## config.mk

```make
export PLATFORM = sky130hd
export DESIGN_NAME = crc_msb_first_multi_width_unit
export DESIGN_NICKNAME = d
export VERILOG_FILES = /design/src/rtl/core/crcmw_pkg.sv /design/src/rtl/core/crcmw_csr.sv /design/src/rtl/core/crcmw_update.sv /design/src/rtl/core/crc_msb_first_multi_width_unit.sv
export VERILOG_INCLUDE_DIRS = /design/src /design/src/rtl/core
export SDC_FILE = /design/constraint.sdc
export NUM_CORES = 1
export LEC_CHECK = 0
export BUFFER_PORTS_ARGS = -buffer_cell sky130_fd_sc_hd__buf_2
export CORE_MARGIN = 2
export CORE_UTILIZATION = 61
export DETAILED_ROUTE_END_ITERATION = 7
export PLACE_DENSITY_LB_ADDON = 0.1
export SKIP_CTS_REPAIR_TIMING = 1
export SLEW_MARGIN = 15
export SYNTH_ARGS = -nofsm -noshare
export SYNTH_HDL_FRONTEND = slang
export SYNTH_SLANG_ARGS = --single-unit
```

## constraint.sdc

```tcl
create_clock -name clock -period 7.9 [get_ports clock]
set_clock_uncertainty 0.05 [all_clocks]
set_input_delay 1.185 -clock clock [delete_from_list [all_inputs] [get_ports clock]]
set_output_delay 1.185 -clock clock [all_outputs]
set_load 0.005 [all_outputs]
```

## src/rtl/core/crc_msb_first_multi_width_unit_assert.svh

```systemverilog
// assertion macros shared by the crc unit rtl
`ifndef CRC_MSB_FIRST_MULTI_WIDTH_UNIT_ASSERT_SVH
`define CRC_MSB_FIRST_MULTI_WIDTH_UNIT_ASSERT_SVH

// same-cycle implication, sampled on clock, off during reset
`define CRCMW_ASSERT_IMP(lbl, ante, cons) \
   lbl: assert property (@(posedge clock) disable iff (reset) (ante) |-> (cons)) \
      else $error("crc unit check failed");

// next-cycle implication, sampled on clock, off during reset
`define CRCMW_ASSERT_NXT(lbl, ante, cons) \
   lbl: assert property (@(posedge clock) disable iff (reset) (ante) |=> (cons)) \
      else $error("crc unit check failed");

`endif

```

## src/rtl/core/crcmw_pkg.sv

```systemverilog
// shared types and constants for the multi-width msb-first crc unit
`timescale 1ns / 1ps
`default_nettype none

package crcmw_pkg;

   localparam int CRC_MAX_WIDTH = 32;
   localparam int CSR_INDEX_WIDTH = 2;

   // width select codes, anything else means 32 bits
   localparam logic [1:0] WIDTH_SEL_8  = 2'd0;
   localparam logic [1:0] WIDTH_SEL_16 = 2'd1;
   localparam logic [1:0] WIDTH_SEL_32 = 2'd2;

   // register indexes on the csr port
   localparam logic [CSR_INDEX_WIDTH-1:0] CSR_WIDTH_SELECT   = 2'd0;
   localparam logic [CSR_INDEX_WIDTH-1:0] CSR_GENERATOR_POLY = 2'd1;
   localparam logic [CSR_INDEX_WIDTH-1:0] CSR_INITIAL_VALUE  = 2'd2;

   localparam logic [1:0]               RESET_WIDTH_SELECT   = WIDTH_SEL_32;
   localparam logic [CRC_MAX_WIDTH-1:0] RESET_GENERATOR_POLY = 32'h04C1_1DB7;
   localparam logic [CRC_MAX_WIDTH-1:0] RESET_INITIAL_VALUE  = 32'h0000_0000;

   typedef struct packed {
      logic [1:0]               width_select;
      logic [CRC_MAX_WIDTH-1:0] generator_poly;
      logic [CRC_MAX_WIDTH-1:0] initial_value;
   } cfg_type;

endpackage

`default_nettype wire

```

## src/rtl/core/crcmw_csr.sv

```systemverilog
// configuration registers of the crc unit
`timescale 1ns / 1ps
`default_nettype none

module crcmw_csr (
   input  wire logic                                   clock,
   input  wire logic                                   reset,
   input  wire logic                                   csr_write_enable,
   input  wire logic [crcmw_pkg::CSR_INDEX_WIDTH-1:0]  csr_index,
   input  wire logic [crcmw_pkg::CRC_MAX_WIDTH-1:0]    csr_write_data,
   output crcmw_pkg::cfg_type                          cfg
);

   crcmw_pkg::cfg_type cfg_ff;
   crcmw_pkg::cfg_type cfg_in;

   always_comb begin
      cfg_in = cfg_ff;
      if (csr_write_enable) begin
         case (csr_index)
            crcmw_pkg::CSR_WIDTH_SELECT: begin
               cfg_in.width_select = csr_write_data[1:0];
            end
            crcmw_pkg::CSR_GENERATOR_POLY: begin
               cfg_in.generator_poly = csr_write_data;
            end
            crcmw_pkg::CSR_INITIAL_VALUE: begin
               cfg_in.initial_value = csr_write_data;
            end
            default: begin
               cfg_in = cfg_ff;
            end
         endcase
      end
   end

   always_ff @(posedge clock) begin
      if (reset) begin
         cfg_ff.width_select   <= crcmw_pkg::RESET_WIDTH_SELECT;
         cfg_ff.generator_poly <= crcmw_pkg::RESET_GENERATOR_POLY;
         cfg_ff.initial_value  <= crcmw_pkg::RESET_INITIAL_VALUE;
      end else begin
         cfg_ff <= cfg_in;
      end
   end

   assign cfg = cfg_ff;

endmodule

`default_nettype wire

```

## src/rtl/core/crcmw_update.sv

```systemverilog
// one-byte crc update: seed select, byte merge and eight xor-shift steps
`timescale 1ns / 1ps
`default_nettype none

module crcmw_update (
   input  wire crcmw_pkg::cfg_type                   cfg,
   input  wire logic [crcmw_pkg::CRC_MAX_WIDTH-1:0]  running_crc,
   input  wire logic [7:0]                           data_byte,
   input  wire logic                                 first_byte,
   output logic [crcmw_pkg::CRC_MAX_WIDTH-1:0]       crc_next
);

   logic [crcmw_pkg::CRC_MAX_WIDTH-1:0] mask;
   logic [crcmw_pkg::CRC_MAX_WIDTH-1:0] top;
   logic [crcmw_pkg::CRC_MAX_WIDTH-1:0] seed;
   logic [crcmw_pkg::CRC_MAX_WIDTH-1:0] merged;
   logic [crcmw_pkg::CRC_MAX_WIDTH-1:0] poly;
   logic [crcmw_pkg::CRC_MAX_WIDTH-1:0] crc;

   always_comb begin
      case (cfg.width_select)
         crcmw_pkg::WIDTH_SEL_8: begin
            mask = 32'h0000_00FF;
            top  = 32'h0000_0080;
         end
         crcmw_pkg::WIDTH_SEL_16: begin
            mask = 32'h0000_FFFF;
            top  = 32'h0000_8000;
         end
         default: begin
            mask = 32'hFFFF_FFFF;
            top  = 32'h8000_0000;
         end
      endcase
   end

   always_comb begin
      seed = (first_byte ? cfg.initial_value : running_crc) & mask;
      poly = cfg.generator_poly & mask;
      // byte goes into the top eight bits of the active width
      case (cfg.width_select)
         crcmw_pkg::WIDTH_SEL_8:  merged = seed ^ {24'd0, data_byte};
         crcmw_pkg::WIDTH_SEL_16: merged = seed ^ {16'd0, data_byte, 8'd0};
         default:                 merged = seed ^ {data_byte, 24'd0};
      endcase
   end

   always_comb begin
      crc = merged;
      for (int k = 0; k < 8; k++) begin
         if ((crc & top) != '0) begin
            crc = ((crc << 1) ^ poly) & mask;
         end else begin
            crc = (crc << 1) & mask;
         end
      end
      crc_next = crc;
   end

endmodule

`default_nettype wire

```

## src/rtl/core/crc_msb_first_multi_width_unit.sv

```systemverilog
// top level of the byte-serial msb-first crc unit
`timescale 1ns / 1ps
`default_nettype none

// Byte-serial CRC, MSB first, non-reflected, no final XOR, 8/16/32 bits wide
// with programmable polynomial and initial value (csr index 0 width select,
// 1 polynomial, 2 initial value; write them only while no item is in flight).
// An accepted item waits in the input register and the eight xor-shift steps
// update the running CRC as it leaves; one item per cycle is sustained,
// limited by the running CRC feedback through that combinational update,
// unless a last item waits behind a stalled result. A last item puts the
// CRC into the result register as it leaves, and the next item is still
// taken while that result waits. A first item reloads the initial value;
// without it the CRC continues from the previous value (zero after reset).

`include "crc_msb_first_multi_width_unit_assert.svh"

module crc_msb_first_multi_width_unit (
   input  wire logic                                   clock,
   input  wire logic                                   reset,
   input  wire logic                                   req_valid,
   output logic                                        req_stall,
   input  wire logic [7:0]                             req_data_byte,
   input  wire logic                                   req_first_byte,
   input  wire logic                                   req_last_byte,
   output logic                                        rsp_valid,
   input  wire logic                                   rsp_stall,
   output logic [crcmw_pkg::CRC_MAX_WIDTH-1:0]         rsp_crc_value,
   input  wire logic                                   csr_write_enable,
   input  wire logic [crcmw_pkg::CSR_INDEX_WIDTH-1:0]  csr_index,
   input  wire logic [crcmw_pkg::CRC_MAX_WIDTH-1:0]    csr_write_data
);

   crcmw_pkg::cfg_type cfg;

   logic                                in_valid_ff;
   logic                                in_valid_in;
   logic [7:0]                          in_byte_ff;
   logic                                in_first_ff;
   logic                                in_last_ff;
   logic [crcmw_pkg::CRC_MAX_WIDTH-1:0] running_crc_ff;
   logic [crcmw_pkg::CRC_MAX_WIDTH-1:0] running_crc_in;
   logic                                rsp_valid_ff;
   logic                                rsp_valid_in;
   logic [crcmw_pkg::CRC_MAX_WIDTH-1:0] rsp_crc_ff;
   logic [crcmw_pkg::CRC_MAX_WIDTH-1:0] rsp_crc_in;
   logic [crcmw_pkg::CRC_MAX_WIDTH-1:0] crc_next;
   logic                                out_free;
   logic                                in_advance;
   logic                                req_take;
   logic                                rsp_load;

   crcmw_csr u_csr (
      .clock            (clock),
      .reset            (reset),
      .csr_write_enable (csr_write_enable),
      .csr_index        (csr_index),
      .csr_write_data   (csr_write_data),
      .cfg              (cfg)
   );

   crcmw_update u_update (
      .cfg         (cfg),
      .running_crc (running_crc_ff),
      .data_byte   (in_byte_ff),
      .first_byte  (in_first_ff),
      .crc_next    (crc_next)
   );

   // an item without last never needs the result register
   assign out_free   = !rsp_valid_ff || !rsp_stall;
   assign in_advance = in_valid_ff && (!in_last_ff || out_free);
   assign req_stall  = in_valid_ff && !in_advance;
   assign req_take   = req_valid && !req_stall;
   assign rsp_load   = in_advance && in_last_ff;

   always_comb begin
      in_valid_in    = in_valid_ff;
      running_crc_in = running_crc_ff;
      rsp_valid_in   = rsp_valid_ff;
      rsp_crc_in     = rsp_crc_ff;
      if (in_advance) begin
         in_valid_in    = 1'b0;
         running_crc_in = crc_next;
      end
      if (req_take) begin
         in_valid_in = 1'b1;
      end
      if (rsp_load) begin
         rsp_valid_in = 1'b1;
         rsp_crc_in   = crc_next;
      end else if (rsp_valid_ff && !rsp_stall) begin
         rsp_valid_in = 1'b0;
      end
   end

   always_ff @(posedge clock) begin
      if (reset) begin
         in_valid_ff    <= 1'b0;
         running_crc_ff <= '0;
         rsp_valid_ff   <= 1'b0;
      end else begin
         in_valid_ff    <= in_valid_in;
         running_crc_ff <= running_crc_in;
         rsp_valid_ff   <= rsp_valid_in;
      end
   end

   always_ff @(posedge clock) begin
      if (req_take) begin
         in_byte_ff  <= req_data_byte;
         in_first_ff <= req_first_byte;
         in_last_ff  <= req_last_byte;
      end
      rsp_crc_ff <= rsp_crc_in;
   end

   assign rsp_valid     = rsp_valid_ff;
   assign rsp_crc_value = rsp_crc_ff;

   `CRCMW_ASSERT_IMP(a_stall_only_on_blocked_last,
      req_stall, in_valid_ff && in_last_ff && rsp_valid_ff && rsp_stall)
   `CRCMW_ASSERT_IMP(a_plain_item_never_stalls,
      in_valid_ff && !in_last_ff, !req_stall)
   `CRCMW_ASSERT_NXT(a_last_item_gives_result,
      rsp_load, rsp_valid && rsp_crc_value == $past(crc_next))
   `CRCMW_ASSERT_NXT(a_crc_follows_update,
      in_advance, running_crc_ff == $past(crc_next))

endmodule

`default_nettype wire

```

After elaboration in Yosys (flattened, before gate mapping)
Cells that the tools add are included.

word-level totals
  register bits after elaboration = 142
  bits in latches = 0
  bits in writable memories = 0
  bits in read-only memories = 0
  input port bits = 49
  output and inout port bits = 34
  logic and storage cells = 93
  memories = 0

operators by class
  $add $sub $neg = 0
  multipliers = 0
  divide/modulo/power cells = 0
  order comparisons = 0
  eq/ne operators = 3
  shift-type cells = 0
  muxes and demuxes = 16
  bitwise gates (word level) = 37
  reduce and logical (&&, ||, !) cells = 27

operators by type and width
  kind                                                  count
  bitwise AND 32 bit                                    26
  2-to-1 mux 32 bit                                     9
  bitwise XOR 32 bit                                    9
  nonzero test 32 bit                                   8
  case mux 32 bit (2 select lines)                      3
  bitwise XOR 32 x 16 -> 32 bit                         1
  bitwise XOR 32 x 8 -> 32 bit                          1
  AND reduction 2 bit                                   3
  logical AND 1 bit                                     5
  logical NOT 1 bit                                     5
  equality test 2 x 1 -> 1 bit (second input constant)  2
  logical NOT 2 bit                                     2
  2-to-1 mux 1 bit                                      4
  nonzero test 2 bit                                    2
  equality test 2 bit (second input constant)           1
  logical OR 1 bit                                      2

Depth between registers and ports, before layout
  depth after elaboration = 29
  gate-level depth with buffers = 25
  depth with buffers taken out = 18

Modules after synthesis
A second synthesis with hierarchy kept.

unflattened totals
  cells, all modules = 1336
  area total of the unflattened synthesis = 11365.9 um^2

modules (own cells, without submodules)
  module                          instances  cells each  area an instance (um^2)  sequential area each (um^2)
  crcmw_update                    1          877         5780.5                   0.0
  crc_msb_first_multi_width_unit  1          192         2800.2                   1941.9
  crcmw_csr                       1          267         2785.2                   1321.3

Least setup slack after synthesis
OpenSTA, ideal clock, no wires.

  kind = reg-to-reg
  from = reg in_byte_ff[7]
  to = reg rsp_crc_ff, in the netlist rsp_crc_value[2] (data pin)
  arrival = 5.206 ns
  data required time = 7.595 ns
  setup slack = 2.390 ns
  stages on the path, launching flop included = 25
  buffers on the path = 6
  period minus slack after synthesis = 5.510 ns
  cell sequence = edfxtp_1 clkbuf_1 or3b_1 mux2i_4 buf_6 nor4_2 or3_4 xor2_2 o22ai_1 o21ai_1 xnor3_1 and2_1 or2_1 buf_2 o2111a_1 or3_1 buf_4 xor2_2 o21ai_2 nor3b_4 or3_1 buf_4 buf_6 nand3_1 and2_1

between the ends
  cells in the longest elaborated chain, start to end = 26
  elaborated cells between the ends (all ways) = 52
  classes of those cells = mux: 9; bitwise: 35; reduce/logical: 8

RTL lines
  element                                                           RTL line                                RTL
  start, declared                                                   crc_msb_first_multi_width_unit.sv:38    logic [7:0] in_byte_ff;
  start signal, assigned                                            crc_msb_first_multi_width_unit.sv:111   in_byte_ff <= req_data_byte;
  bitwise XOR 32 x 8 -> 32 bit (tied with other cells)              crcmw_update.sv:42                      crcmw_pkg::WIDTH_SEL_8: merged = seed ^ {24'd0, data_byte};
  case mux 32 bit (2 select lines) *                                crcmw_update.sv:41                      case (cfg.width_select)
  bitwise AND 32 bit / bitwise XOR 32 bit (equally long branches)   crcmw_update.sv:51, crcmw_update.sv:52
  nonzero test 32 bit / bitwise AND 32 bit (equally long branches)  crcmw_update.sv:51, crcmw_update.sv:52
  2-to-1 mux 32 bit *                                               crcmw_update.sv:51                      if ((crc & top) != '0) begin
  bitwise AND 32 bit / bitwise XOR 32 bit (equally long branches)   crcmw_update.sv:51, crcmw_update.sv:52
  nonzero test 32 bit / bitwise AND 32 bit (equally long branches)  crcmw_update.sv:51, crcmw_update.sv:52
  2-to-1 mux 32 bit *                                               crcmw_update.sv:51
  [... 11 more ...]                                                 -
  2-to-1 mux 32 bit *                                               crcmw_update.sv:51
  bitwise AND 32 bit / bitwise XOR 32 bit (equally long branches)   crcmw_update.sv:51, crcmw_update.sv:52
  nonzero test 32 bit / bitwise AND 32 bit (equally long branches)  crcmw_update.sv:51, crcmw_update.sv:52
  2-to-1 mux 32 bit *                                               crcmw_update.sv:51
  bitwise AND 32 bit / bitwise XOR 32 bit (equally long branches)   crcmw_update.sv:51, crcmw_update.sv:52
  nonzero test 32 bit / bitwise AND 32 bit (equally long branches)  crcmw_update.sv:51, crcmw_update.sv:52
  2-to-1 mux 32 bit *                                               crcmw_update.sv:51
  named net crc_next (one bit)                                      crc_msb_first_multi_width_unit.sv:47    logic [crcmw_pkg::CRC_MAX_WIDTH-1:0] crc_next;
  end signal, assigned                                              crc_msb_first_multi_width_unit.sv:115   rsp_crc_ff <= rsp_crc_in;
  end, declared                                                     crc_msb_first_multi_width_unit.sv:45    logic [crcmw_pkg::CRC_MAX_WIDTH-1:0] rsp_crc_ff;

The timed path passes the listed nets; every way through them passes the cells marked *.
A chain may end at the register's enable or synchronous reset.

Final worst setup path
  from = reg in_first_ff
  to = reg rsp_crc_ff, in the netlist rsp_crc_value[2] (data pin)

between the ends
  cells in the longest elaborated chain, start to end = 28
  elaborated cells between the ends (all ways) = 54
  classes of those cells = mux: 10; bitwise: 36; reduce/logical: 8

RTL lines
  element                                                           RTL line                                RTL
  start, declared                                                   crc_msb_first_multi_width_unit.sv:39    logic in_first_ff;
  start signal, assigned                                            crc_msb_first_multi_width_unit.sv:112   in_first_ff <= req_first_byte;
  2-to-1 mux 32 bit *                                               crcmw_update.sv:38                      seed = (first_byte ? cfg.initial_value : running_crc) & mask;
  bitwise AND 32 bit *                                              crcmw_update.sv:38
  bitwise XOR 32 bit (tied with other cells)                        crcmw_update.sv:44                      default: merged = seed ^ {data_byte, 24'd0};
  case mux 32 bit (2 select lines) *                                crcmw_update.sv:41
  bitwise AND 32 bit / bitwise XOR 32 bit (equally long branches)   crcmw_update.sv:51, crcmw_update.sv:52
  nonzero test 32 bit / bitwise AND 32 bit (equally long branches)  crcmw_update.sv:51, crcmw_update.sv:52
  2-to-1 mux 32 bit *                                               crcmw_update.sv:51
  bitwise AND 32 bit / bitwise XOR 32 bit (equally long branches)   crcmw_update.sv:51, crcmw_update.sv:52
  [... 13 more ...]                                                 -
  2-to-1 mux 32 bit *                                               crcmw_update.sv:51
  bitwise AND 32 bit / bitwise XOR 32 bit (equally long branches)   crcmw_update.sv:51, crcmw_update.sv:52
  nonzero test 32 bit / bitwise AND 32 bit (equally long branches)  crcmw_update.sv:51, crcmw_update.sv:52
  2-to-1 mux 32 bit *                                               crcmw_update.sv:51
  bitwise AND 32 bit / bitwise XOR 32 bit (equally long branches)   crcmw_update.sv:51, crcmw_update.sv:52
  nonzero test 32 bit / bitwise AND 32 bit (equally long branches)  crcmw_update.sv:51, crcmw_update.sv:52
  2-to-1 mux 32 bit *                                               crcmw_update.sv:51
  named net crc_next (one bit)                                      crc_msb_first_multi_width_unit.sv:47

Marked as above.

==> results.toml <==
[outcome]
status = "finished clean"

[power]
power.density_nw_per_um2 = 312.2
p_comb_frac = 0.509
p_switching_mw = 1.527
p_seq_frac = 0.272
clockPowerShare = 0.220
power_mw = 3.617
p_leak_nw = 4.428
ir_worst_vdd_uv = 197.7
intPower_mw = 2.090
netSwitchingFraction = 0.4221

[yosys]
synth-seq-cells = 142
synthTopCellsByArea = "dfxtp_1, xnor2_1, nand2_1"
synth_cells = 1317
yosys_most_used_dff = "dfxtp_1"
synth_top_area_cell = "dfxtp_1"
synth_top_area_frac = 0.1900
synth_area_per_cell_um2 = 7.999
yosysSeqAreaShare = 0.3097
async_flop_share = 0
synth_edf_count = 42
yosys_warnings = 0
syn_nets = 1366
ys_types = 79
netlist_area_um2 = 10540

[worst_setup_path]
worstReg2RegEnd = "rsp_crc_value[2]"
cp.arrival_ns = 7.51
required_ns = 8.05
cp-end-kind = "register"
crit_type = "register to register"
path_max_fanout = 17
critPathLaunchType = "register"
r2r-start = "in_first_ff"
r2r_slack_ns = 0.54
endpoint = "rsp_crc_value[2]"
crit_start = "in_first_ff"
r2r_cells = 20

[job]
maxCapViolCount = 0

[cts]
cts.sinks = 142
cts_root_buffer = "clkbuf_16"
insertion_delay_ns = 0.44
htree_levels = 4
clk_path_buf_depth = 2
tritoncts = "built"
cts_made_buffers = 17
clkTransAtPathRegs_ns = 0.07

[die]
core_area_um2 = 17120
start_util = 0.6155
row_count = 48
die_x_um = 135.4
dieHeight_um = 135.4
die-area_um2 = 18340
ios = 83

[routing]
routed_wl_um = 32180
drtIter0Drc = 983
firstDrtPassIters = 8
route.detailed.drc = 0
routedWlPerCell_um = 20.39
ant_nets = 0
num_vias = 9457
vias_per_cell = 5.993

[global_routing]
grt_pass1_vias = 8816
grt_usage = 0.3591
grt_max_degree = 73
grt_pass1_wl_um = 49850
antenna_found_initial = 0
grt_overflow = 0

[place]
portBuffers = 82
preCtsSetupSlack_ns = 0.7063
gp_congestion = 0.9402
dp.cells = 1546
post_dp_cell_area_um2 = 11010
dp_hpwl_um = 22630

[cells_and_area]
layout_commonest_cell = "nand2_1"
fin_cells = 1578
n_antenna_cell = 0
layout-drive-gt1-share = 0.1353
areaGrowthSynthToFinish_pct = 9.976
final_nets = 1389
final_cell_mix = "nand2_1, xnor2_1, dfxtp_1"
final_core_util = 0.6769
nFillCells = 1521
fin_area_um2 = 11590

[timing]
rsz0062_at_grt = "false"
setup_tns_ns = 0
slew-limit-headroom = 0.2179
setup_viol = 0
whs_ns = 0.4008
clock.fmax_mhz = 135.9
period_share = 0.9318
tightest_slew_ns = 1.171
fin_crit_ns = 7.361
setup_ws_ns = 0.5390
hold_viol_final = 0
slew_violations = 0

[min_path]
holdCritPathClass = "register to register"
==> synth_stat cells (16+ instances only) <==
| library cell | count |
|---|---|
| o21ai_0 | 35 |
| dfxtp_1 | 100 |
| xor2_1 | 51 |
| o31ai_1 | 25 |
| nor2_1 | 41 |
| edfxtp_1 | 42 |
| nand3_1 | 28 |
| and3_1 | 25 |
| nand3b_1 | 16 |
| clkbuf_1 | 84 |
| a21oi_1 | 78 |
| mux2i_1 | 38 |
| xnor2_1 | 198 |
| nand2_1 | 352 |
==> layout make-up <==
cell class | count | area [um^2] | share of cell area
Multi-Input combinational cell | 1060 | 6803 | 0.5871
Sequential cell | 142 | 3263 | 0.2816
Timing Repair Buffer | 113 | 643.1 | 0.05551
Clock buffer | 17 | 425.4 | 0.03672
Tap cell | 225 | 281.5 | 0.02430
Clock inverter | 15 | 147.6 | 0.01274
Inverter | 6 | 22.52 | 0.001944
==> critical path, stage by stage (launching register included) <==
cell      delay, ns
edfxtp_1       0.68
mux2i_4        0.40
mux2i_4        0.54
nor4_2         0.13
or3_4          0.43
xnor2_1        0.58
a22oi_1        0.29
xnor2_1        0.23
a2111o_1       0.44
o21ai_2        0.12
o211ai_1       0.18
a211o_1        0.26
buf_4          0.20
or3_1          0.38
buf_4          0.22
xor2_2         0.16
o21ai_2        0.14
nor3b_4        0.68
or3_1          0.60
nand3_1        0.19
and2_1         0.21
==> power groups by stage <==
| stage | combinational, mW | clock, mW | sequential [mW] |
|---|---|---|---|
| floorplan | 1.42 | 0 | 0.946 |
| global placement | 1.78 | 0 | 0.992 |
| detailed placement | 1.79 | 0 | 0.991 |
| CTS | 1.81 | 0.794 | 0.978 |
| global route | 1.99 | 0.825 | 0.987 |
| finish | 1.84 | 0.794 | 0.983 |
==> logic make-up after synthesis <==
logic type | synth area share
xor+xnor | 0.2184
simple gates | 0.2257
mux | 0.04929
compound gates | 0.1505
flops | 0.3097
buf+inv | 0.04644
==> metal layers <==
layer	routed length, um	global-route usage	up-vias
li1	-	-	4476
met1	14030	0.5048	4424
met2	14040	0.5389	472
met3	3080	0.08043	85
met4	1041	0.1377	0
met5	0	0	-
==> worst min path at each step <==
stage	startpoint	end	slack, ns	depth (start not counted)
CTS	running_crc_ff[17]	running_crc_ff[17]	0.40	2
global route	u_csr.cfg[4]	u_csr.cfg[4]	0.42	2
detailed placement	running_crc_ff[17]	running_crc_ff[17]	0.39	2
finish	running_crc_ff[17]	running_crc_ff[17]	0.40	2
global placement	running_crc_ff[17]	running_crc_ff[17]	0.39	2
floorplan	running_crc_ff[10]	running_crc_ff[10]	0.37	2
==> flip-flops by register name, summed over array words and instances, names as in the netlist <==
register,count
u_csr.cfg,66
rsp_crc_value,32
running_crc_ff,32
in_byte_ff,8
in_first_ff,1
in_last_ff,1
in_valid_ff,1
rsp_valid,1
No activity file was read; power rests on OpenSTA's default activity.
